==> config.mk <==
export PLATFORM = sky130hd
export DESIGN_NAME = rdc_front
export DESIGN_NICKNAME = d
export VERILOG_FILES = /design/src/rdc_pkg.sv /design/src/rdc_front.sv
export SDC_FILE = /design/constraint.sdc
export NUM_CORES = 1
export LEC_CHECK = 0
export BUFFER_PORTS_ARGS = -buffer_cell sky130_fd_sc_hd__clkbuf_2
export CORE_MARGIN = 1
export CORE_UTILIZATION = 30
export DETAILED_ROUTE_END_ITERATION = 8
export PLACE_DENSITY_LB_ADDON = 0.1
export SYNTH_ARGS = -nofsm -noshare
export SYNTH_HDL_FRONTEND = slang
export SYNTH_SLANG_ARGS = --single-unit
export TNS_END_PERCENT = 50
==> constraint.sdc <==
create_clock -name vclk -period 2
set_clock_uncertainty 0.2 [all_clocks]
set_input_delay 0.4 -clock vclk [all_inputs]
set_output_delay 0.4 -clock vclk [all_outputs]
set_load 0.005 [all_outputs]
==> src/rdc_pkg.sv <==
// ----------------------------------------------------------------------------
// rdc_pkg
// Shared types and constants for the range distinct count window core.
// ----------------------------------------------------------------------------
package rdc_pkg;

  localparam int MAX_ELEMENTS = 1024;
  localparam int VALUE_LEVELS = 1024;

  // port widths fixed by the item format
  localparam int POS_W = 11;
  localparam int COL_W = 10;
  localparam int CNT_W = 11;

  localparam int ADDR_W = $clog2(MAX_ELEMENTS);
  localparam int VAL_AW = $clog2(VALUE_LEVELS);
  localparam int FREQ_W = $clog2(MAX_ELEMENTS + 1);

  localparam int CMDQ_DEPTH = 4;
  localparam int CMDQ_AW = $clog2(CMDQ_DEPTH);
  localparam int RESQ_DEPTH = 2;
  localparam int RESQ_AW = $clog2(RESQ_DEPTH);

  localparam logic OP_LOAD = 1'b0;
  localparam logic OP_QUERY = 1'b1;

  typedef enum logic [1:0] {
    CMD_LOAD,
    CMD_QUERY,
    CMD_RANGE_ERR
  } cmd_kind_t;

  typedef struct packed {
    cmd_kind_t kind;
    logic [POS_W-1:0] pos_left;
    logic [COL_W-1:0] color;
    logic [POS_W-1:0] right;
  } cmd_t;

  typedef struct packed {
    logic [CNT_W-1:0] distinct_count;
    logic range_error;
  } res_t;

  typedef struct packed {
    logic clearing;
    logic [POS_W-1:0] window_left;
    logic [POS_W-1:0] window_right;
  } exec_status_t;

  typedef enum logic [2:0] {
    EX_CLEAR,
    EX_IDLE,
    EX_DECIDE,
    EX_READ_FREQ,
    EX_WRITE_FREQ,
    EX_REPLY
  } ex_state_t;

endpackage

==> src/rdc_front.sv <==
// ----------------------------------------------------------------------------
// rdc_front
// Accepts requests, checks ranges and turns them into commands for the back end.
// ----------------------------------------------------------------------------
module rdc_front (
  input  logic                       push,
  output logic                       full,
  input  logic                       op,
  input  logic [rdc_pkg::POS_W-1:0]  position,
  input  logic [rdc_pkg::COL_W-1:0]  color,
  input  logic [rdc_pkg::POS_W-1:0]  range_left,
  input  logic [rdc_pkg::POS_W-1:0]  range_right,
  input  logic                       q_full,
  input  logic                       clearing,
  output logic                       cmd_push,
  output rdc_pkg::cmd_t              cmd
);

  logic accept;
  logic pos_ok;
  logic col_ok;
  logic range_bad;

  assign full   = q_full || clearing;
  assign accept = push && !full;

  assign pos_ok = (position != '0) &&
                  (position <= rdc_pkg::POS_W'(rdc_pkg::MAX_ELEMENTS));
  assign col_ok = (32'(color) < rdc_pkg::VALUE_LEVELS);
  assign range_bad = (range_left == '0) ||
                     (range_right > rdc_pkg::POS_W'(rdc_pkg::MAX_ELEMENTS)) ||
                     (range_left > range_right);

  always_comb begin
    cmd.color = color;
    cmd.right = range_right;
    if (op == rdc_pkg::OP_LOAD) begin
      // loads outside the array or value range are dropped here
      cmd_push     = accept && pos_ok && col_ok;
      cmd.kind     = rdc_pkg::CMD_LOAD;
      cmd.pos_left = position;
    end else begin
      cmd_push     = accept;
      cmd.kind     = range_bad ? rdc_pkg::CMD_RANGE_ERR : rdc_pkg::CMD_QUERY;
      cmd.pos_left = range_left;
    end
  end

endmodule

==> results.json <==
{
  "status": "complete, but fails checks",
  "violations": "negative setup slack",
  "diodes": 0,
  "final_core_util_pct": 50.5,
  "hold_violations": 0,
  "hold_path_startpoint": "color[2]",
  "final_area_sq_um": 1120,
  "drc": 0,
  "worstPathMaxFanout": 2,
  "syn_area_per_cell_sq_um": 7.64,
  "tns_ns": -0.366,
  "leakage_nw": 0.586,
  "holdCritPathClass": "in -> out",
  "clkbuf_count": 0,
  "grt_pass1_wl_um": 3230,
  "post_cts_buffers": 0,
  "ys_seq_area_share_pct": 0,
  "grt_pass1_vias": 785,
  "antenna_found_initial": 0,
  "ys_top_cells_by_area": "buf_4 22%, ha_1 20%, mux2_2 14%",
  "drive_above_1_share_pct": 75.5,
  "min_period_ns": 2.19,
  "core_sq_um": 2210,
  "gp_congestion": 0.764,
  "synth_cell_types": 27,
  "synthAdderAreaFrac_pct": 19.6,
  "synth_nets": 150,
  "synth.top_cell.area_share_pct": 22.4,
  "drt-total-wl_um": 1980,
  "synthMuxAreaShare_pct": 17.6,
  "seqCellArea_sq_um": 0,
  "hold_slack_ns": 0.600,
  "fmax_ghz": 0.456,
  "postSynthCellCount": 92,
  "avgViaCountPerCell": 4.59,
  "worst_slew_pin_slew_ns": 0.318,
  "finalMaxSlewViolations": 0,
  "dieArea_sq_um": 2540,
  "num_vias": 804,
  "yosysTopAreaCell": "buf_4",
  "dpl-instance-area_sq_um": 1010,
  "wl_per_cell_um": 11.3,
  "first_iter_violations": 7,
  "max_slew_margin_pct": 78.8,
  "design.seq.count": 0,
  "grt_max_degree": 16,
  "worstHoldEndpoint": "cmd[13]",
  "cp.arrival_ns": 1.59,
  "synth_top_family_by_area": "buffers and inverters",
  "synthXorXnorAreaFrac_pct": 1.25,
  "maxCapViolCount": 0,
  "grt_remaining_overflow": 0,
  "rows": 17,
  "whs_path_depth": 0,
  "grt_setup_unrepaired": "yes",
  "hold_buffers": 0,
  "first_pass_iters": 4,
  "die_h_um": 50.4,
  "setup_slack_ns": -0.193,
  "netlist_area_sq_um": 703,
  "worst-setup-path-type": "in -> out",
  "cp.required_ns": 1.40,
  "fin_nets": 207,
  "setup_viol": 3,
  "initial_utilization_pct": 31.8,
  "cp-end-kind": "output port",
  "syn_to_final_growth_pct": 58.9,
  "synth-warning-count": 0,
  "synth_common_cells": "21 x buf_4, 11 x ha_1, 11 x inv_1",
  "synth-simple-area-share_pct": 19.9,
  "grt_usage_pct": 15.7,
  "vdd_ir_drop_max_mv": 0.0989,
  "power.density_nw_per_um2": 202,
  "post-route-period-util_pct": 110,
  "synthMostInstantiatedCell": "buf_4",
  "place_ws_ns": -0.229,
  "synth-compound-area-share_pct": 11.9,
  "worstSetupStartpointType": "input pin",
  "io_pins": 83,
  "fp.dieW_um": 50.4,
  "portBuffers": 63,
  "dp_hpwl_um": 1740,
  "route.antenna.remaining_nets": 0
}
layer usage:
| metal | part of all wire, % | global-route usage, % |
|---|---|---|
| met1 | 46 | 21.7 |
| met2 | 47 | 28.2 |
| met3 | 7.0 | 0.606 |
| met4 | 0 | 0 |
| met5 | 0 | 0 |
per-stage QoR:
stage,cells,power [mW]
floorplan,92,0.118
global placement,175,0.201
detailed placement,175,0.203
CTS,175,0.219
global route,175,0.254
finish,175,0.226
report_power, final:
| part | internal, mW | switching [mW] |
|---|---|---|
| combinational | 0.126 | 0.100 |
| sequential | 0 | 0 |
| clock | 0 | 0 |
cells in the final DEF (no fill, tap or decap), drive strengths merged:
cell	count
nand4	2
nand2	4
nor3b	1
a211oi	1
ha	11
a21boi	1
a21o	1
nor3	2
a31o	1
and3	1
nand3	4
nor4	6
nor2	2
buf	15
mux2	11
inv	11
o21ai	2
or2	1
a41o	1
a21oi	4
xor2	1
clkbuf	63
o211ai	1
worst max path at each step:
stage               cells past startpoint            start       to  slack, ns
detailed placement                      9   range_right[6]  cmd[33]      -0.23
global placement                        8  range_right[10]  cmd[33]      -0.21
floorplan                               7   range_right[6]  cmd[33]       0.03
finish                                  9   range_right[6]  cmd[33]      -0.19
global route                            8   range_right[5]  cmd[33]      -0.30
CTS                                     8   range_right[9]  cmd[33]      -0.21
final cells by class:
type,instances,area (sq um)
Tap cell,28,35.0
Fill cell,247,1090
Timing Repair Buffer,78,437
Inverter,11,41.3
Multi-Input combinational cell,58,604
worst max-delay path: stages:
cell,delay [ns]
clkbuf_2,0.09
inv_2,0.07
ha_4,0.20
a211oi_2,0.19
o21ai_1,0.08
o211ai_1,0.09
nand3_1,0.13
a31o_1,0.23
clkbuf_2,0.11
cells by family after synthesis:
group,after synthesis
adders and majority gates,11
AOI/OAI and AO/OA,12
buffers and inverters,34
xor gates and xnor gates,1
muxes,11
and+or+nand+nor,23
what timing repair did:
| action | 4_1_cts | 5_1_grt |
|---|---|---|
| endpoints found under the setup margin | 3 | 3 |
| pin swaps | 9 | 3 |
| resized for setup | 12 | 7 |
(Power assumes the default switching activity.)
