$ cat config.mk
export PLATFORM = sky130hd
export DESIGN_NAME = rdc_cmdq
export DESIGN_NICKNAME = d
export VERILOG_FILES = /design/src/rdc_pkg.sv /design/src/rdc_cmdq.sv
export SDC_FILE = /design/constraint.sdc
export NUM_CORES = 1
export LEC_CHECK = 0
export BUFFER_PORTS_ARGS = -buffer_cell sky130_fd_sc_hd__buf_4
export CELL_PAD_IN_SITES_DETAIL_PLACEMENT = 0
export CELL_PAD_IN_SITES_GLOBAL_PLACEMENT = 2
export CORE_MARGIN = 2
export CORE_UTILIZATION = 35
export CTS_CLUSTER_SIZE = 12
export DETAILED_ROUTE_END_ITERATION = 8
export GPL_TIMING_DRIVEN = 0
export MAX_ROUTING_LAYER = met4
export PLACE_DENSITY = 0.79
export REMOVE_ABC_BUFFERS = 1
export SETUP_SLACK_MARGIN = 0.15
export SKIP_LAST_GASP = 1
export SYNTH_ARGS = -nofsm -noshare
export SYNTH_HDL_FRONTEND = slang
export SYNTH_SLANG_ARGS = --single-unit
$ cat constraint.sdc
create_clock -name clk -period 2 [get_ports clk]
set_input_delay 0.1 -clock clk [delete_from_list [all_inputs] [get_ports clk]]
set_output_delay 0.1 -clock clk [all_outputs]
set_load 0.03 [all_outputs]
$ cat src/rdc_pkg.sv
// ----------------------------------------------------------------------------
// rdc_pkg
// Shared types and constants for the range distinct count window core.
// ----------------------------------------------------------------------------
package rdc_pkg;

  localparam int MAX_ELEMENTS = 1024;
  localparam int VALUE_LEVELS = 1024;

  // port widths fixed by the item format
  localparam int POS_W = 11;
  localparam int COL_W = 10;
  localparam int CNT_W = 11;

  localparam int ADDR_W = $clog2(MAX_ELEMENTS);
  localparam int VAL_AW = $clog2(VALUE_LEVELS);
  localparam int FREQ_W = $clog2(MAX_ELEMENTS + 1);

  localparam int CMDQ_DEPTH = 4;
  localparam int CMDQ_AW = $clog2(CMDQ_DEPTH);
  localparam int RESQ_DEPTH = 2;
  localparam int RESQ_AW = $clog2(RESQ_DEPTH);

  localparam logic OP_LOAD = 1'b0;
  localparam logic OP_QUERY = 1'b1;

  typedef enum logic [1:0] {
    CMD_LOAD,
    CMD_QUERY,
    CMD_RANGE_ERR
  } cmd_kind_t;

  typedef struct packed {
    cmd_kind_t kind;
    logic [POS_W-1:0] pos_left;
    logic [COL_W-1:0] color;
    logic [POS_W-1:0] right;
  } cmd_t;

  typedef struct packed {
    logic [CNT_W-1:0] distinct_count;
    logic range_error;
  } res_t;

  typedef struct packed {
    logic clearing;
    logic [POS_W-1:0] window_left;
    logic [POS_W-1:0] window_right;
  } exec_status_t;

  typedef enum logic [2:0] {
    EX_CLEAR,
    EX_IDLE,
    EX_DECIDE,
    EX_READ_FREQ,
    EX_WRITE_FREQ,
    EX_REPLY
  } ex_state_t;

endpackage

$ cat src/rdc_cmdq.sv
// ----------------------------------------------------------------------------
// rdc_cmdq
// Short command queue between the front end and the back end.
// ----------------------------------------------------------------------------
module rdc_cmdq (
  input  logic           clk,
  input  logic           rst,
  input  logic           wr_en,
  input  rdc_pkg::cmd_t  wr_data,
  output logic           q_full,
  input  logic           rd_en,
  output logic           q_empty,
  output rdc_pkg::cmd_t  rd_data
);

  rdc_pkg::cmd_t entries [rdc_pkg::CMDQ_DEPTH];
  logic [rdc_pkg::CMDQ_AW-1:0] wr_ptr;
  logic [rdc_pkg::CMDQ_AW-1:0] rd_ptr;
  logic [rdc_pkg::CMDQ_AW:0]   count;
  logic do_wr;
  logic do_rd;

  assign q_full  = (count == (rdc_pkg::CMDQ_AW + 1)'(rdc_pkg::CMDQ_DEPTH));
  assign q_empty = (count == '0);
  assign do_wr   = wr_en && !q_full;
  assign do_rd   = rd_en && !q_empty;
  assign rd_data = entries[rd_ptr];

  always_ff @(posedge clk) begin
    if (do_wr) begin
      entries[wr_ptr] <= wr_data;
    end
  end

  always_ff @(posedge clk) begin
    if (rst) begin
      wr_ptr <= '0;
      rd_ptr <= '0;
      count  <= '0;
    end else begin
      if (do_wr) begin
        wr_ptr <= wr_ptr + 1'b1;
      end
      if (do_rd) begin
        rd_ptr <= rd_ptr + 1'b1;
      end
      if (do_wr && !do_rd) begin
        count <= count + 1'b1;
      end else if (do_rd && !do_wr) begin
        count <= count - 1'b1;
      end
    end
  end

endmodule

==> results.cfg <==
[power_and_ir_drop]
swShare_pct = 28.14
p_leak_nw = 2.585
power_per_cell_area_mw_per_mm2 = 1362
comb_power_share_pct = 30.9
pwr-share-seq_pct = 37.8
p_clk_share_pct = 31.3
ir_drop_v = 0.0006301
p_sw_mw = 2.864
p_int_mw = 7.313
power_mw = 10.18

[layout]
antenna_cells = 0
area_delta_synth_final_pct = 38.06
final_util_pct = 49.33
most-common-layout-cells = edfxtp_1, buf_4, dlygate4sd3_1
fin_nets = 404
drive_gt1_share_pct = 44.62
layout_commonest_cell = edfxtp_1

[sta]
post-route-period-util_pct = 95.75
holdWs_ps = 102.7
skew_ps = 7.315
min_period_ps = 1915
rsz0062_at_grt = true
tightest_slew_ps = 354.2
setup_viol = 0
drv_slew = 0
slew_headroom_pct = 76.38
hold_viol_final = 0
max_freq_ghz = 0.5222

[clocking]
numCtsBuffers = 17
clock-root-buffer = clkbuf_16
h-tree-depth = 4
clk_latency_ps = 410
clk_pin_slew_ps = 60
cts.sinks = 145
max-clock-path-buffers = 2
cts_tree = done

[yosys]
synth_top_family_by_area = multiplexers
synth_area_per_cell_sq_um = 23.94
seq_area_frac_synth_pct = 78.80
synth-simple-area-share_pct = 1.711
netlist_instances = 226
synth_compound_area_share_pct = 0.7630
yosysWarnings = 0
synthMuxAreaShare_pct = 14.52
synth_xor_area_share_pct = 0.6474
syn_area_sq_mm = 0.005411
synth-seq-cells = 145
synth_cell_types = 24
synth_fa_ha_area_share_pct = 1.526

[placement]
finalWeightedCongestion = 0.6624
io_buffers = 73
dpl.hpwl_mm = 5.808

[floorplan]
fp.dieH_um = 128.3
row_count = 45
io_pins = 74
dieArea_sq_mm = 0.01647
coreArea_sq_mm = 0.01515
dieWidth_um = 128.3
initial_utilization_pct = 35.73

[drt]
dr.pass1.iters = 4
drtAntennaViolNets = 0
first_iter_violations = 133
wl_per_cell_um = 17.87
detail_route.drc_violations = 0
routed_wl_mm = 10.01
vias_per_cell = 4.798
vias = 2687

[worst_setup_path]
worstSetupPathType = reg2reg
end_kind = register
rr_endpoint = count[2]
ff2ff_path_depth = 7
cp-endpoint = count[2]
r2r_slack_ps = 80
reg2reg_from = count[1]
startpoint = count[1]
cp-start-kind = register
arrival_ps = 2260
required_ps = 2350
worstPathMaxFanout = 6

[hold_path]
whs_path_depth = 4
min-delay-path-class = in2reg

[grt]
grt_antenna_before_repair = 0
grt_usage_pct = 13.13
grt_max_degree = 23
grt_pass1_wl_mm = 14.95
grt_pass1_vias = 2783
gr-total-overflow = 0

[job]
cap_violations = 0

[status]
status = finished clean
## worst min path at each step
stage	endpoint	start
after detailed placement	entries[2][2]	wr_data[2]
after CTS	wr_ptr[0]	wr_en
after floorplan	count[2]	rst
after global placement	entries[1][7]	wr_data[7]
final	wr_ptr[0]	wr_en
after global routing	wr_ptr[0]	wr_en
## flip-flops by register name (all words and copies together) (netlist names), named ones only
register  count
entries     136
wr_ptr        2
rd_ptr        2
count         3
## worst max-delay path: stages (launching register included)
cell and delay [ps]:
dfxtp_4 370, o31ai_4 260, ha_2 230, inv_1 60
fa_2 340, xor2_1 150, or3_1 320, a21oi_2 120
## power by group through the flow
stage          clock (mW)  sequential [mW]  combinational, mW
6_report             3.18             3.85               3.14
2_1_floorplan           0             3.97               1.58
5_1_grt              3.40             3.88               3.33
3_5_place_dp            0             3.96               2.58
4_1_cts              3.26             3.84               2.88
3_3_place_gp            0             4.09               2.35
## timing repair
item	in CTS	in global routing
setup buffers	5	2
gates cloned	1	2
pin swaps	3	3
resized for setup	15	29
hold buffers	35	0
setup endpoints to repair	130	68
hold endpoints to repair	144	0
## synthesized netlist by cell type
| library cell | n | area (sq um) |
|---|---|---|
| edfxtp_1 | 136 | 4084 |
| nand2b_1 | 2 | 12.51 |
| o21ai_0 | 2 | 10.01 |
| inv_1 | 4 | 15.01 |
| mux4_2 | 34 | 765.7 |
| dfxtp_1 | 9 | 180.2 |
| fa_1 | 1 | 20.02 |
| nor3_1 | 1 | 5.000 |
| and2_1 | 4 | 25.02 |
| buf_2 | 3 | 15.01 |
| nor2_1 | 5 | 18.77 |
| ha_1 | 5 | 62.56 |
| nor3b_2 | 1 | 12.51 |
| o311ai_1 | 1 | 8.760 |
| buf_6 | 1 | 11.26 |
| xor2_1 | 4 | 35.03 |
| mux2i_1 | 2 | 20.02 |
| a21oi_1 | 2 | 10.01 |
| clkbuf_2 | 1 | 5.000 |
| clkbuf_1 | 1 | 3.750 |
| buf_12 | 3 | 60.06 |
| o31ai_2 | 1 | 12.51 |
| or3_1 | 2 | 12.51 |
| nor2_2 | 1 | 6.260 |
## cells by family after synthesis
logic type / Yosys count
buffers and inverters: 13
adder cells (fa/ha/maj): 6
flip-flops: 145
multiplexers: 36
XOR/XNOR: 4
AO/OA/AOI/OAI: 6
AND/OR/NAND/NOR: 16
## metal layers
metal	share of wire, %	GRT usage (%)
met5	0	-
met4	1.8	5.301
met3	3.9	4.740
met2	50	20.34
met1	44	15.73
## cell type report
class / count / area (sq um)
clock buffer: 19 / 432.9
clock inverter: 12 / 166.4
fill: 1236 / 7675
inverter: 4 / 15.01
multi-input combinational: 68 / 1076
sequential: 145 / 4283
tap: 188 / 235.2
timing repair buffer: 124 / 1262
## through the flow
stage	TNS, ps	area (sq um)	std cells	setup WS (ps)
after detailed placement	-1256	6235	484	-203.4
after global routing	0	7471	560	7.831
after floorplan	-23880	5316	217	-388.3
after CTS	0	7303	556	102.0
final	0	7471	560	84.96
after global placement	-153790	6100	478	-1215
No activity file was read; power rests on OpenSTA's default activity.
