**config.mk**
```make
export PLATFORM = sky130hd
export DESIGN_NAME = rdc_resq
export DESIGN_NICKNAME = d
export VERILOG_FILES = /design/src/rdc_pkg.sv /design/src/rdc_resq.sv
export SDC_FILE = /design/constraint.sdc
export NUM_CORES = 1
export LEC_CHECK = 0
export ABC_AREA = 1
export BUFFER_PORTS_ARGS = -buffer_cell sky130_fd_sc_hd__clkbuf_2
export CELL_PAD_IN_SITES_DETAIL_PLACEMENT = 1
export CELL_PAD_IN_SITES_GLOBAL_PLACEMENT = 1
export CORE_MARGIN = 2
export CORE_UTILIZATION = 43
export CTS_CLUSTER_DIAMETER = 200
export DETAILED_ROUTE_END_ITERATION = 7
export PLACE_DENSITY = 0.85
export SLEW_MARGIN = 15
export SYNTH_ARGS = -nofsm -noshare
export SYNTH_HDL_FRONTEND = slang
export SYNTH_SLANG_ARGS = --single-unit
```
**constraint.sdc**
```tcl
create_clock -name clk -period 3.1 [get_ports clk]
set_clock_uncertainty 0.1 [all_clocks]
set_input_delay 0.155 -clock clk [delete_from_list [all_inputs] [get_ports clk]]
set_output_delay 0.155 -clock clk [all_outputs]
set_load 0.01 [all_outputs]
```
**src/rdc_pkg.sv**
```systemverilog
// ----------------------------------------------------------------------------
// rdc_pkg
// Shared types and constants for the range distinct count window core.
// ----------------------------------------------------------------------------
package rdc_pkg;

  localparam int MAX_ELEMENTS = 1024;
  localparam int VALUE_LEVELS = 1024;

  // port widths fixed by the item format
  localparam int POS_W = 11;
  localparam int COL_W = 10;
  localparam int CNT_W = 11;

  localparam int ADDR_W = $clog2(MAX_ELEMENTS);
  localparam int VAL_AW = $clog2(VALUE_LEVELS);
  localparam int FREQ_W = $clog2(MAX_ELEMENTS + 1);

  localparam int CMDQ_DEPTH = 4;
  localparam int CMDQ_AW = $clog2(CMDQ_DEPTH);
  localparam int RESQ_DEPTH = 2;
  localparam int RESQ_AW = $clog2(RESQ_DEPTH);

  localparam logic OP_LOAD = 1'b0;
  localparam logic OP_QUERY = 1'b1;

  typedef enum logic [1:0] {
    CMD_LOAD,
    CMD_QUERY,
    CMD_RANGE_ERR
  } cmd_kind_t;

  typedef struct packed {
    cmd_kind_t kind;
    logic [POS_W-1:0] pos_left;
    logic [COL_W-1:0] color;
    logic [POS_W-1:0] right;
  } cmd_t;

  typedef struct packed {
    logic [CNT_W-1:0] distinct_count;
    logic range_error;
  } res_t;

  typedef struct packed {
    logic clearing;
    logic [POS_W-1:0] window_left;
    logic [POS_W-1:0] window_right;
  } exec_status_t;

  typedef enum logic [2:0] {
    EX_CLEAR,
    EX_IDLE,
    EX_DECIDE,
    EX_READ_FREQ,
    EX_WRITE_FREQ,
    EX_REPLY
  } ex_state_t;

endpackage

```
**src/rdc_resq.sv**
```systemverilog
// ----------------------------------------------------------------------------
// rdc_resq
// Two-entry result queue that decouples the back end from the receiver.
// ----------------------------------------------------------------------------
module rdc_resq (
  input  logic           clk,
  input  logic           rst,
  input  logic           wr_en,
  input  rdc_pkg::res_t  wr_data,
  output logic           q_full,
  input  logic           rd_en,
  output logic           q_empty,
  output rdc_pkg::res_t  rd_data
);

  rdc_pkg::res_t entries [rdc_pkg::RESQ_DEPTH];
  logic [rdc_pkg::RESQ_AW-1:0] wr_ptr;
  logic [rdc_pkg::RESQ_AW-1:0] rd_ptr;
  logic [rdc_pkg::RESQ_AW:0]   count;
  logic do_wr;
  logic do_rd;

  assign q_full  = (count == (rdc_pkg::RESQ_AW + 1)'(rdc_pkg::RESQ_DEPTH));
  assign q_empty = (count == '0);
  assign do_wr   = wr_en && !q_full;
  assign do_rd   = rd_en && !q_empty;
  assign rd_data = entries[rd_ptr];

  always_ff @(posedge clk) begin
    if (do_wr) begin
      entries[wr_ptr] <= wr_data;
    end
  end

  always_ff @(posedge clk) begin
    if (rst) begin
      wr_ptr <= '0;
      rd_ptr <= '0;
      count  <= '0;
    end else begin
      if (do_wr) begin
        wr_ptr <= wr_ptr + 1'b1;
      end
      if (do_rd) begin
        rd_ptr <= rd_ptr + 1'b1;
      end
      if (do_wr && !do_rd) begin
        count <= count + 1'b1;
      end else if (do_rd && !do_wr) begin
        count <= count - 1'b1;
      end
    end
  end

endmodule

```
==> results by group, run 1 <==
CTS
  – Root Driver: clkbuf_4
  – Clk buf depth: 2
  – Number of clock sinks: 29
  – CTS buffer count: 5
  – Clk_lat worst skew: around 0.31 ns
  – H-tree levels: 2
  – CTS tree: built
  – Worst-path clk slew: around 0.09 ns

STA
  – Worst slew pin tran: between 0.9 and 1 ns
  – Max transition margin: 0.3389
  – Fin crit share: 0.5965
  – Hold_ws: between 0.04 and 0.05 ns
  – Pins Over Slew Limit: 0
  – Fmax: 540.8 MHz
  – Final setup violating endpoints: 0
  – Final hold violation count: 0
  – Fin Setup TNS: 0 ns
  – Tmin final: 1.849 ns
  – Unrepaired setup endpoints after global routing: no

Layout
  – Share of cells above drive strength 1: 0.4426
  – # fillers: 287
  – Non-Filler Cell Area, Final: ~1500 um2
  – Area growth syn-to-layout: 31.05%
  – Multi-input logic area: ~250 um2
  – Reg area: 820.8 um2
  – Final nets: between 100 and 150
  – # diodes: 0

Setup path
  – Critical Path RT: 2.93 ns
  – Startpoint types: flop
  – Reg-to-Reg End: entries[0][1]$_DFFE_PP_
  – Worst R2R Setup Slack: approximately 1.3 ns
  – Reg2reg path depth: 2
  – Critical path class: flop to flop
  – FF-to-FF Start: count[0]$_SDFFE_PP0P_
  – Arrival @ worst endpoint: approximately 1.7 ns
  – CP Capture Type: flop
  – Crit path to: entries[0][1]$_DFFE_PP_
  – Worst-path fanout max: 12
  – CP Launch Point: count[0]$_SDFFE_PP0P_

Routing
  – Vias per cell: approximately 4.7
  – Drt total wl: 2.003 mm
  – Iteration-0 DRC count of the detailed router: 5
  – Vias: around 700
  – WL per Instance: 13.18 um
  – Pre-antenna DRT Iters: 4
  – DRC errors left: 0
  – Antenna viol nets, final: 0

Worst hold path
  – Hold Crit Class: input pin to flop
  – Hold depth: 4

Floorplan
  – Core Footprint: approximately 2500 um2
  – Site Rows: 18
  – Starting density of the core: 0.4505
  – Io pins: 30
  – Die area: 3019 um2
  – Die Y: ~55 um
  – Die Span X: 54.95 um

Place
  – Gpl congestion: 0.7156
  – IO Port Bufs: 29
  – Cell Area, Placed: around 1300 um2
  – DP Wirelength: ~1.4 mm

Global routing
  – First-pass GRT wire length: 3.084 mm
  – Antenna violations before repair: 0
  – Grt ovf: 0
  – Vias in the first global route: roughly 740
  – Pin count of the biggest net entering global routing: 13
  – Gr usage total: 0.1525

Synth
  – Synth async-reset ratio: 0
  – Number of synthesized flops with an enable pin: 24
  – Synth top area cells: edfxtp_1, mux2_2, dfxtp_1, nor2_1, inv_1
  – Syn Inst Count: 74
  – Commonest register cell after synthesis: edfxtp_1
  – Area leader, netlist: edfxtp_1
  – Synth top area share: 0.6457
  – Most frequent cell after synthesis: edfxtp_1
  – Seq cells post-synth: 29
  – Cell Area, Synth: 1116 um2
  – Avg Cell Area, Syn: ~15 um2
  – Synth Net Count: 91
  – Synth cell count leaders: edfxtp_1, mux2_2, nor2_1, inv_1, dfxtp_1
  – Synth Warn #: 0
  – Synth unique cells: 17
  – Seq/Total Area, Yosys: 0.7354

Outcome
  – Status: finished clean

Power and ir drop
  – LEAKAGE: just under 0.0006 uW
  – Worst vdd ir: ~0.00048 V
  – Pwr dens: ~720 nW/um2

Flow run
  – Max Cap Viol: 0
## final cells by class
type / instances / share of cell area
Clock buffer: 6 / 0.02823
Clock inverter: 2 / 0.006843
Inverter: 9 / 0.02310
Multi-Input combinational cell: 35 / 0.1737
Sequential cell: 29 / 0.5612
Tap cell: 30 / 0.02566
Timing Repair Buffer: 41 / 0.1814
## state kept, by name, indices dropped and copies added, names as in the netlist, named ones only
name and cells:
count 2, rd_ptr 1, entries 24, wr_ptr 1
## worst min path at each step
| stage | from | to |
|---|---|---|
| finish | rst | count[1]$_SDFFE_PP0P_ |
| global placement | wr_data[4] | entries[0][4]$_DFFE_PP_ |
| CTS | rst | count[1]$_SDFFE_PP0P_ |
| floorplan | wr_data[0] | entries[0][0]$_DFFE_PP_ |
| global route | rst | count[1]$_SDFFE_PP0P_ |
| detailed placement | wr_data[4] | entries[1][4]$_DFFE_PP_ |
## layer usage
layer  routed length (um)  vias up  GRT usage
li1                     -      354          -
met1                  846      323     0.1658
met2                  983       27     0.2579
met3                  124        8    0.06183
met4                   48        0    0.07317
met5                    0        -          0
## layout by cell type, fill, tap and decap left out
| cell | netlist | layout |
|---|---|---|
| clkbuf_4 | 0 | 5 |
| clkbuf_2 | 0 | 29 |
| o21ai_1 | 1 | 1 |
| nand2_1 | 3 | 3 |
| dlygate4sd3_1 | 0 | 12 |
| o21ai_2 | 2 | 2 |
| and2_1 | 1 | 1 |
| mux2_2 | 12 | 12 |
| a21oi_1 | 1 | 1 |
| clkbuf_1 | 0 | 1 |
| nor2_1 | 9 | 9 |
| o21ai_0 | 2 | 2 |
| inv_1 | 6 | 6 |
| nand2_2 | 1 | 1 |
| edfxtp_1 | 24 | 24 |
| nand4_1 | 1 | 1 |
| ha_1 | 1 | 1 |
| dfxtp_1 | 5 | 5 |
| clkinv_2 | 0 | 2 |
| nand3_1 | 1 | 1 |
| inv_2 | 3 | 3 |
## stage by stage
| step | setup slack (ns) | cells | util | total power, uW |
|---|---|---|---|---|
| global placement | 1.302 | 132 | 0.5212 | 827.5 |
| CTS | 1.185 | 152 | 0.5904 | 1064 |
| finish | 1.251 | 152 | 0.5904 | 1050 |
| detailed placement | 1.212 | 132 | 0.5212 | 848.6 |
| global route | 1.088 | 152 | 0.5904 | 1126 |
| floorplan | 1.540 | 74 | - | 740.7 |
## worst max-delay path: stages, from the launching register on
cell	delay [ns]
dfxtp_1	0.47
o21ai_2	0.14
nor2_1	0.76
## cell families after synthesis
logic type,count (synthesis),share of synthesized area
DFF,29,0.7354
AOI/OAI and AO/OA,6,0.03363
muxes,12,0.1211
and+or+nand+nor,16,0.06166
buffers and inverters,10,0.03700
adders and majority gates,1,0.01121
## timing repair
| item | 4_1_cts | 5_1_grt |
|---|---|---|
| endpoints found under the setup margin | 0 | 0 |
| resized for setup | 0 | 0 |
| endpoints found under the hold margin | 24 | 0 |
| buffers inserted | 0 | 0 |
| hold buffers | 12 | 0 |
## report_power, final
part | switching (uW) | internal (uW)
clock network | 119 | 86.2
logic | 161 | 140
registers | 47.0 | 496
total | 328 | 723
No activity file was read; power rests on OpenSTA's default activity.
==> inputs of run 2 (changes only) <==
--- a/config.mk
+++ b/config.mk
@@ -10,10 +10,10 @@
 export CELL_PAD_IN_SITES_DETAIL_PLACEMENT = 1
 export CELL_PAD_IN_SITES_GLOBAL_PLACEMENT = 1
 export CORE_MARGIN = 2
-export CORE_UTILIZATION = 43
+export CORE_UTILIZATION = 36
 export CTS_CLUSTER_DIAMETER = 200
 export DETAILED_ROUTE_END_ITERATION = 7
-export PLACE_DENSITY = 0.85
+export PLACE_DENSITY = 0.77
 export SLEW_MARGIN = 15
 export SYNTH_ARGS = -nofsm -noshare
 export SYNTH_HDL_FRONTEND = slang
==> constraint.sdc (replaced) <==
create_clock -name clk -period 1.55 [get_ports clk]
set_clock_uncertainty 0.1 [all_clocks]
set_input_delay 0.0775 -clock clk [delete_from_list [all_inputs] [get_ports clk]]
set_output_delay 0.0775 -clock clk [all_outputs]
set_load 0.01 [all_outputs]
==> results by group, run 2 (same netlist as run 1, synthesis figures left out) <==
Floorplan
  – Starting density of the core: 0.3717 (-0.07884)
  – Site Rows: 20 (+2)
  – Die area: 3562 um2 (+18%)
  – Die Y: 59.68 um (+8.6%)
  – Die Span X: 59.68 um (+8.6%)
  – Io pins: 30 (unchanged)
  – Core Footprint: 3003 um2 (+21%)

Place
  – Gpl congestion: 0.7018 (-1.9%)
  – Post-Place Worst Slack: -0.02889 ns (-1.241 ns)
  – DP Wirelength: 1.499 mm (+4.6%)
  – Cell Area, Placed: 1325 um2 (+2.6%)
  – Placed Instances: 139 (+5.3%)
  – IO Port Bufs: 29 (unchanged)

Setup path
  – Bufs and invs on worst path: 2 (+2)
  – Crit path largest cell delay: 0.34 ns (-0.42 ns)
  – FF-to-FF Start: count[1]$_SDFFE_PP0P_
  – Reg2reg path depth: 8 (+6)
  – Worst R2R Setup Slack: 0.09 ns (-1.16 ns)
  – Startpoint types: flop
  – Critical path's slowest cell: mux2_2
  – Worst-path fanout max: 8 (-4)
  – Arrival @ worst endpoint: 1.29 ns (-0.39 ns)
  – Largest delay share family, worst path: multiplexers
  – Critical Path RT: 1.37 ns (-1.56 ns)
  – Reg-to-Reg End: count[1]$_SDFFE_PP0P_
  – Crit path cell chain: buf_4 > mux2_2 > clkbuf_2
  – Critical path class: flop to output port
  – CP Capture Type: output port

Layout
  – Share of cells above drive strength 1: 0.4769 (+0.03430)
  – Largest regs: entries x24, count x2
  – Area growth syn-to-layout: 39.69%
  – Most frequent cells in the layout: clkbuf_2, edfxtp_1, dlygate4sd3_1
  – Largest Register: entries
  – Largest register FFs: 24 (unchanged)
  – # diodes: 0 (unchanged)
  – Non-Filler Cell Area, Final: 1559 um2 (+6.6%)
  – Commonest non-fill, non-tap cell in the layout: clkbuf_2
  – Final nets: 146 (+5.8%)
  – Finished Layout Cells: 163 (+7.2%)

CTS
  – Clk buf depth: 2 (unchanged)
  – Root Driver: clkbuf_4
  – CTS tree: built
  – Clk_lat worst skew: 0.31 ns (about the same)
  – CTS buffer count: 5 (unchanged)
  – Worst-path clk slew: 0.08 ns (about the same)
  – H-tree levels: 2 (unchanged)
  – Number of clock sinks: 29 (unchanged)

Global routing
  – Pin count of the biggest net entering global routing: 13 (unchanged)
  – Gr usage total: 0.1335 (-0.01898)
  – Vias in the first global route: 715 (-2.7%)
  – Grt ovf: 0 (unchanged)
  – Antenna violations before repair: 0 (unchanged)
  – First-pass GRT wire length: 3.208 mm (+4.0%)

STA
  – Worst slew pin tran: 0.2257 ns (-0.7623 ns)
  – Final Worst Setup Slack: 0.07875 ns (-1.172 ns)
  – Pins Over Slew Limit: 0 (unchanged)
  – Hold_ws: 0.01257 ns (-0.03736 ns)
  – Tmin final: about 1.5 ns
  – Fin crit share: 0.9492
  – Fmax: 679.7 MHz
  – Unrepaired setup endpoints after global routing: no
  – Final setup violating endpoints: 0 (unchanged)
  – Final hold violation count: 0 (unchanged)
  – Max transition margin: 0.8479 (+0.5090)

Power and ir drop
  – Worst vdd ir: 0.0006820 V (+41%)
  – LEAKAGE: 0.0006352 uW (+6.5%)
  – Pwr dens: 1459 nW/um2 (+100%)
  – Power Total: 2274 uW (+120%)

Routing
  – Top Layer Used: met4
  – Pre-antenna DRT Iters: 3 (-1)
  – WL per Instance: 14.31 um (+8.6%)
  – Iteration-0 DRC count of the detailed router: 4 (-1)
  – Vias: 748 (+5.1%)
  – Routed wire length on met2: 1.346 mm (+37%)
  – DRC errors left: 0 (unchanged)
  – Met1 wire length: 815 um (-3.7%)
  – Drt total wl: 2.332 mm (+16%)
  – Vias per cell: 4.589 (-2.0%)
  – Met3 wire len: 126 um (+1.6%)
  – Antenna viol nets, final: 0 (unchanged)

Flow run
  – Max Cap Viol: 0 (unchanged)

Worst hold path
  – Worst hold start: wr_en
  – Hold Crit Class: input pin to flop
  – Hold EP: wr_ptr$_SDFFE_PP0N_
  – Hold depth: 4 (unchanged)

Outcome
  – Status: finished clean
-- run 2: routing by layer --
metal / vias to the layer above / GRT usage
met5: - / 0
met4: 0 / 0.06667
met3: 5 / 0.06061
met2: 22 / 0.2438
met1: 350 / 0.1224
li1: 371 / -
-- run 2: final cells by class --
| type | count | area (um2) |
|---|---|---|
| Multi-Input combinational cell | 35 | 281.5 |
| Inverter | 9 | 33.78 |
| Sequential cell | 29 | 825.8 |
| Clock buffer | 7 | 45.04 |
| Tap cell | 33 | 41.29 |
| Fill cell | 313 | 1444 |
| Clock inverter | 1 | 3.754 |
| Timing Repair Buffer | 49 | 327.8 |
-- run 2: timing repair --
item / 4_1_cts / 5_1_grt
gates resized for setup: 2 / 4
pin swaps: 1 / 1
hold endpoints to repair: 27 / 0
hold buffers: 13 / 0
endpoints found under the setup margin: 1 / 1
setup buffers: 0 / 3
cloned: 0 / 0
-- run 2: worst max path at each step --
stage | depth (start not counted) | end | start | slack [ns]
CTS | 9 | count[1]$_SDFFE_PP0P_ | count[1]$_SDFFE_PP0P_ | 0.002
finish | 3 | rd_data[6] | flop | 0.08
global placement | 9 | count[1]$_SDFFE_PP0P_ | count[1]$_SDFFE_PP0P_ | 0.12
global route | 3 | rd_data[4] | flop | 0.007
floorplan | 2 | entries[1][0]$_DFFE_PP_ | count[0]$_SDFFE_PP0P_ | -0.01
detailed placement | 9 | count[1]$_SDFFE_PP0P_ | count[1]$_SDFFE_PP0P_ | -0.03
-- run 2: where the power goes --
group	switching (uW)	internal, uW
registers	63.8	1000
clock network	236	174
logic	420	379
-- run 2: through the flow --
step	util	TNS, ns
global placement	0.4413	0
global route	0.5192	0
CTS	0.5038	0
floorplan	-	-0.2375
detailed placement	0.4413	-0.02889
finish	0.5192	0
-- run 2: worst reg2reg max path: cells and delay by family (launching register included) --
family,cells,cell delay [ns]
compound gates,1,0.19
fa+ha+maj,1,0.24
buf+inv,3,0.26
flops,1,0.34
simple gates,3,0.27
==> inputs of run 3 (changes only) <==
--- a/config.mk
+++ b/config.mk
@@ -7,13 +7,11 @@
 export LEC_CHECK = 0
 export ABC_AREA = 1
 export BUFFER_PORTS_ARGS = -buffer_cell sky130_fd_sc_hd__clkbuf_2
-export CELL_PAD_IN_SITES_DETAIL_PLACEMENT = 1
-export CELL_PAD_IN_SITES_GLOBAL_PLACEMENT = 1
 export CORE_MARGIN = 2
-export CORE_UTILIZATION = 36
+export CORE_UTILIZATION = 45
 export CTS_CLUSTER_DIAMETER = 200
 export DETAILED_ROUTE_END_ITERATION = 7
-export PLACE_DENSITY = 0.77
+export PLACE_DENSITY = 0.78
 export SLEW_MARGIN = 15
 export SYNTH_ARGS = -nofsm -noshare
 export SYNTH_HDL_FRONTEND = slang
==> results by group, run 3 (same netlist as run 1, synthesis figures left out) <==
Setup path
  – Critical path class: flop to flop
  – Crit path cell chain: inv_2 > o21ai_4 > inv_2 > ha_4 > inv_1 > nand3_1 > nand2_1 > inv_1 > nor2_2
  – Arrival @ worst endpoint: 1.60 ns (+0.31 ns)
  – Crit path largest cell delay: 0.38 ns (+0.04 ns)
  – Largest delay share family, worst path: flip-flops
  – CP Launch Point: count[1]$_SDFFE_PP0P_
  – Critical Path RT: 1.66 ns (+0.29 ns)
  – CP Capture Type: flop
  – FF-to-FF Start: count[1]$_SDFFE_PP0P_
  – Worst-path fanout max: 4 (-4)
  – Startpoint types: flop
  – Critical path's slowest cell: dfxtp_4
  – Bufs and invs on worst path: 4 (+2)

Routing
  – Drt total wl: 1.928 mm (-17%)
  – Vias per cell: 4.701 (+2.4%)
  – Vias: 738 (-1.3%)
  – Iteration-0 DRC count of the detailed router: 3 (-1)
  – Pre-antenna DRT Iters: 4 (+1)
  – Antenna viol nets, final: 0 (unchanged)
  – DRC errors left: 0 (unchanged)
  – WL per Instance: 12.28 um (-14%)

Place
  – Gpl congestion: 0.7624 (+8.6%)
  – Placed Instances: 135 (-2.9%)
  – IO Port Bufs: 29 (unchanged)
  – DP Wirelength: 1.357 mm (-9.4%)

STA
  – Fin crit share: 0.9564 (+0.007191)
  – Final hold violation count: 0 (unchanged)
  – Fmax: 674.6 MHz (-0.75%)
  – Max transition margin: 0.8104 (-0.03748)
  – Worst slew pin tran: 0.2840 ns (+0.05822 ns)
  – Hold_ws: 0.01442 ns (+0.001854 ns)
  – Final setup violating endpoints: 0 (unchanged)
  – Tmin final: 1.482 ns (+0.01115 ns)
  – Unrepaired setup endpoints after global routing: no
  – Pins Over Slew Limit: 0 (unchanged)

Outcome
  – Status: finished clean

Worst hold path
  – Hold Crit Class: input pin to flop
  – Worst hold start: wr_en

Flow run
  – Max Cap Viol: 0 (unchanged)

Layout
  – Largest register FFs: 24 (unchanged)
  – Commonest non-fill, non-tap cell in the layout: clkbuf_2
  – Area growth syn-to-layout: 39.01%
  – Most frequent cells in the layout: clkbuf_2, edfxtp_1, dlygate4sd3_1
  – Finished Layout Cells: 157 (-3.7%)
  – Largest regs: entries x24, count x2
  – # fillers: 191 (-39%)
  – Largest Register: entries
  – Final nets: 143 (-2.1%)
  – # diodes: 0 (unchanged)
  – Share of cells above drive strength 1: 0.4882 (+0.01127)

Floorplan
  – Site Rows: 18 (-10%)
  – Die Span X: 53.80 um (-9.9%)
  – Core Footprint: 2410 um2 (-20%)
  – Starting density of the core: 0.4631 (+0.09147)
  – Die area: 2894 um2 (-19%)
  – Die Y: 53.80 um (-9.9%)
  – Io pins: 30 (unchanged)

CTS
  – Clk_lat worst skew: 0.32 ns (about the same)
  – CTS buffer count: 5 (unchanged)
  – Number of clock sinks: 29 (unchanged)
  – H-tree levels: 2 (unchanged)
  – Root Driver: clkbuf_4
  – Worst-path clk slew: 0.08 ns (about the same)
  – CTS tree: built
  – Clk buf depth: 2 (unchanged)

Power and ir drop
  – Pwr dens: 1456 nW/um2 (-0.19%)
  – LEAKAGE: 0.0006307 uW (-0.70%)
  – Worst vdd ir: 0.0009755 V (+43%)

Global routing
  – Pin count of the biggest net entering global routing: 13 (unchanged)
  – Vias in the first global route: 708 (-0.98%)
  – Antenna violations before repair: 0 (unchanged)
  – Gr usage total: 0.1488 (+0.01532)
  – First-pass GRT wire length: 2.829 mm (-12%)
  – Grt ovf: 0 (unchanged)
-- run 3: cell types whose count changed in the layout (fill, tap and decap cells not counted) --
cell | previous run | this run
buf_4 | 7 | 3
clkbuf_8 | 0 | 1
o21ai_2 | 0 | 1
clkinv_2 | 0 | 1
o21ai_4 | 2 | 1
clkbuf_1 | 2 | 0
buf_12 | 0 | 1
nor2_2 | 0 | 1
nor2_1 | 9 | 8
-- run 3: stage by stage --
stage	TNS, ns	cell area (um2)	utilization	worst slack [ns]	total power [uW]
6_report	0	1551	0.6438	0.06760	2259
5_1_grt	0	1551	0.6438	0.003236	2400
4_1_cts	0	1519	0.6303	0.0003464	2225
3_5_place_dp	-0.02473	1326	0.5504	-0.02473	1740
3_3_place_gp	0	1326	0.5504	0.1327	1697
2_1_floorplan	-0.2375	1116	-	-0.009921	1481
-- run 3: area by class of cell --
cell class	instances	area (um2)	share of cell area
Clock buffer	6	51.30	0.03306
Clock inverter	2	8.758	0.005645
Inverter	9	33.78	0.02177
Multi-Input combinational cell	35	276.5	0.1782
Sequential cell	29	825.8	0.5323
Tap cell	30	37.54	0.02419
Timing Repair Buffer	46	317.8	0.2048
-- run 3: per-layer routing --
| metal | share of wire | GRT usage | wire length (um) | vias up |
|---|---|---|---|---|
| met1 | 0.38 | 0.1374 | 727 | 336 |
| met4 | 0.022 | 0.08974 | 42 | 0 |
| met5 | 0 | 0 | 0 | - |
| met2 | 0.54 | 0.2703 | 1032 | 30 |
| met3 | 0.065 | 0.05833 | 125 | 5 |
| li1 | - | - | - | 367 |
-- run 3: worst paths after layout --
check,to,cells past startpoint,slack (ns)
min,wr_ptr$_SDFFE_PP0N_,4,0.01
max reg2reg,count[1]$_SDFFE_PP0P_,9,0.07
max,count[1]$_SDFFE_PP0P_,9,0.07
min reg2reg,wr_ptr$_SDFFE_PP0N_,2,0.43
-- run 3: where the power goes --
| part | total, uW | switching [uW] | internal, uW |
|---|---|---|---|
| clock | 448 | 235 | 213 |
| combinational | 730 | 375 | 355 |
| sequential | 1080 | 81.1 | 1000 |
| total | 2260 | 691 | 1570 |
-- run 3: timing repair --
item,CTS,global route
pin swaps,0,1
resized for setup,2,4
hold endpoints to repair,29,0
setup buffers,0,1
hold buffers,13,0
endpoints found under the setup margin,10,1
-- run 3: worst register-to-register path: cells and delay by family (launching register included) --
family | cells | cell delay [ns]
simple gates | 3 | 0.19
fa+ha+maj | 1 | 0.27
flops | 1 | 0.38
compound gates | 1 | 0.19
buf+inv | 4 | 0.26
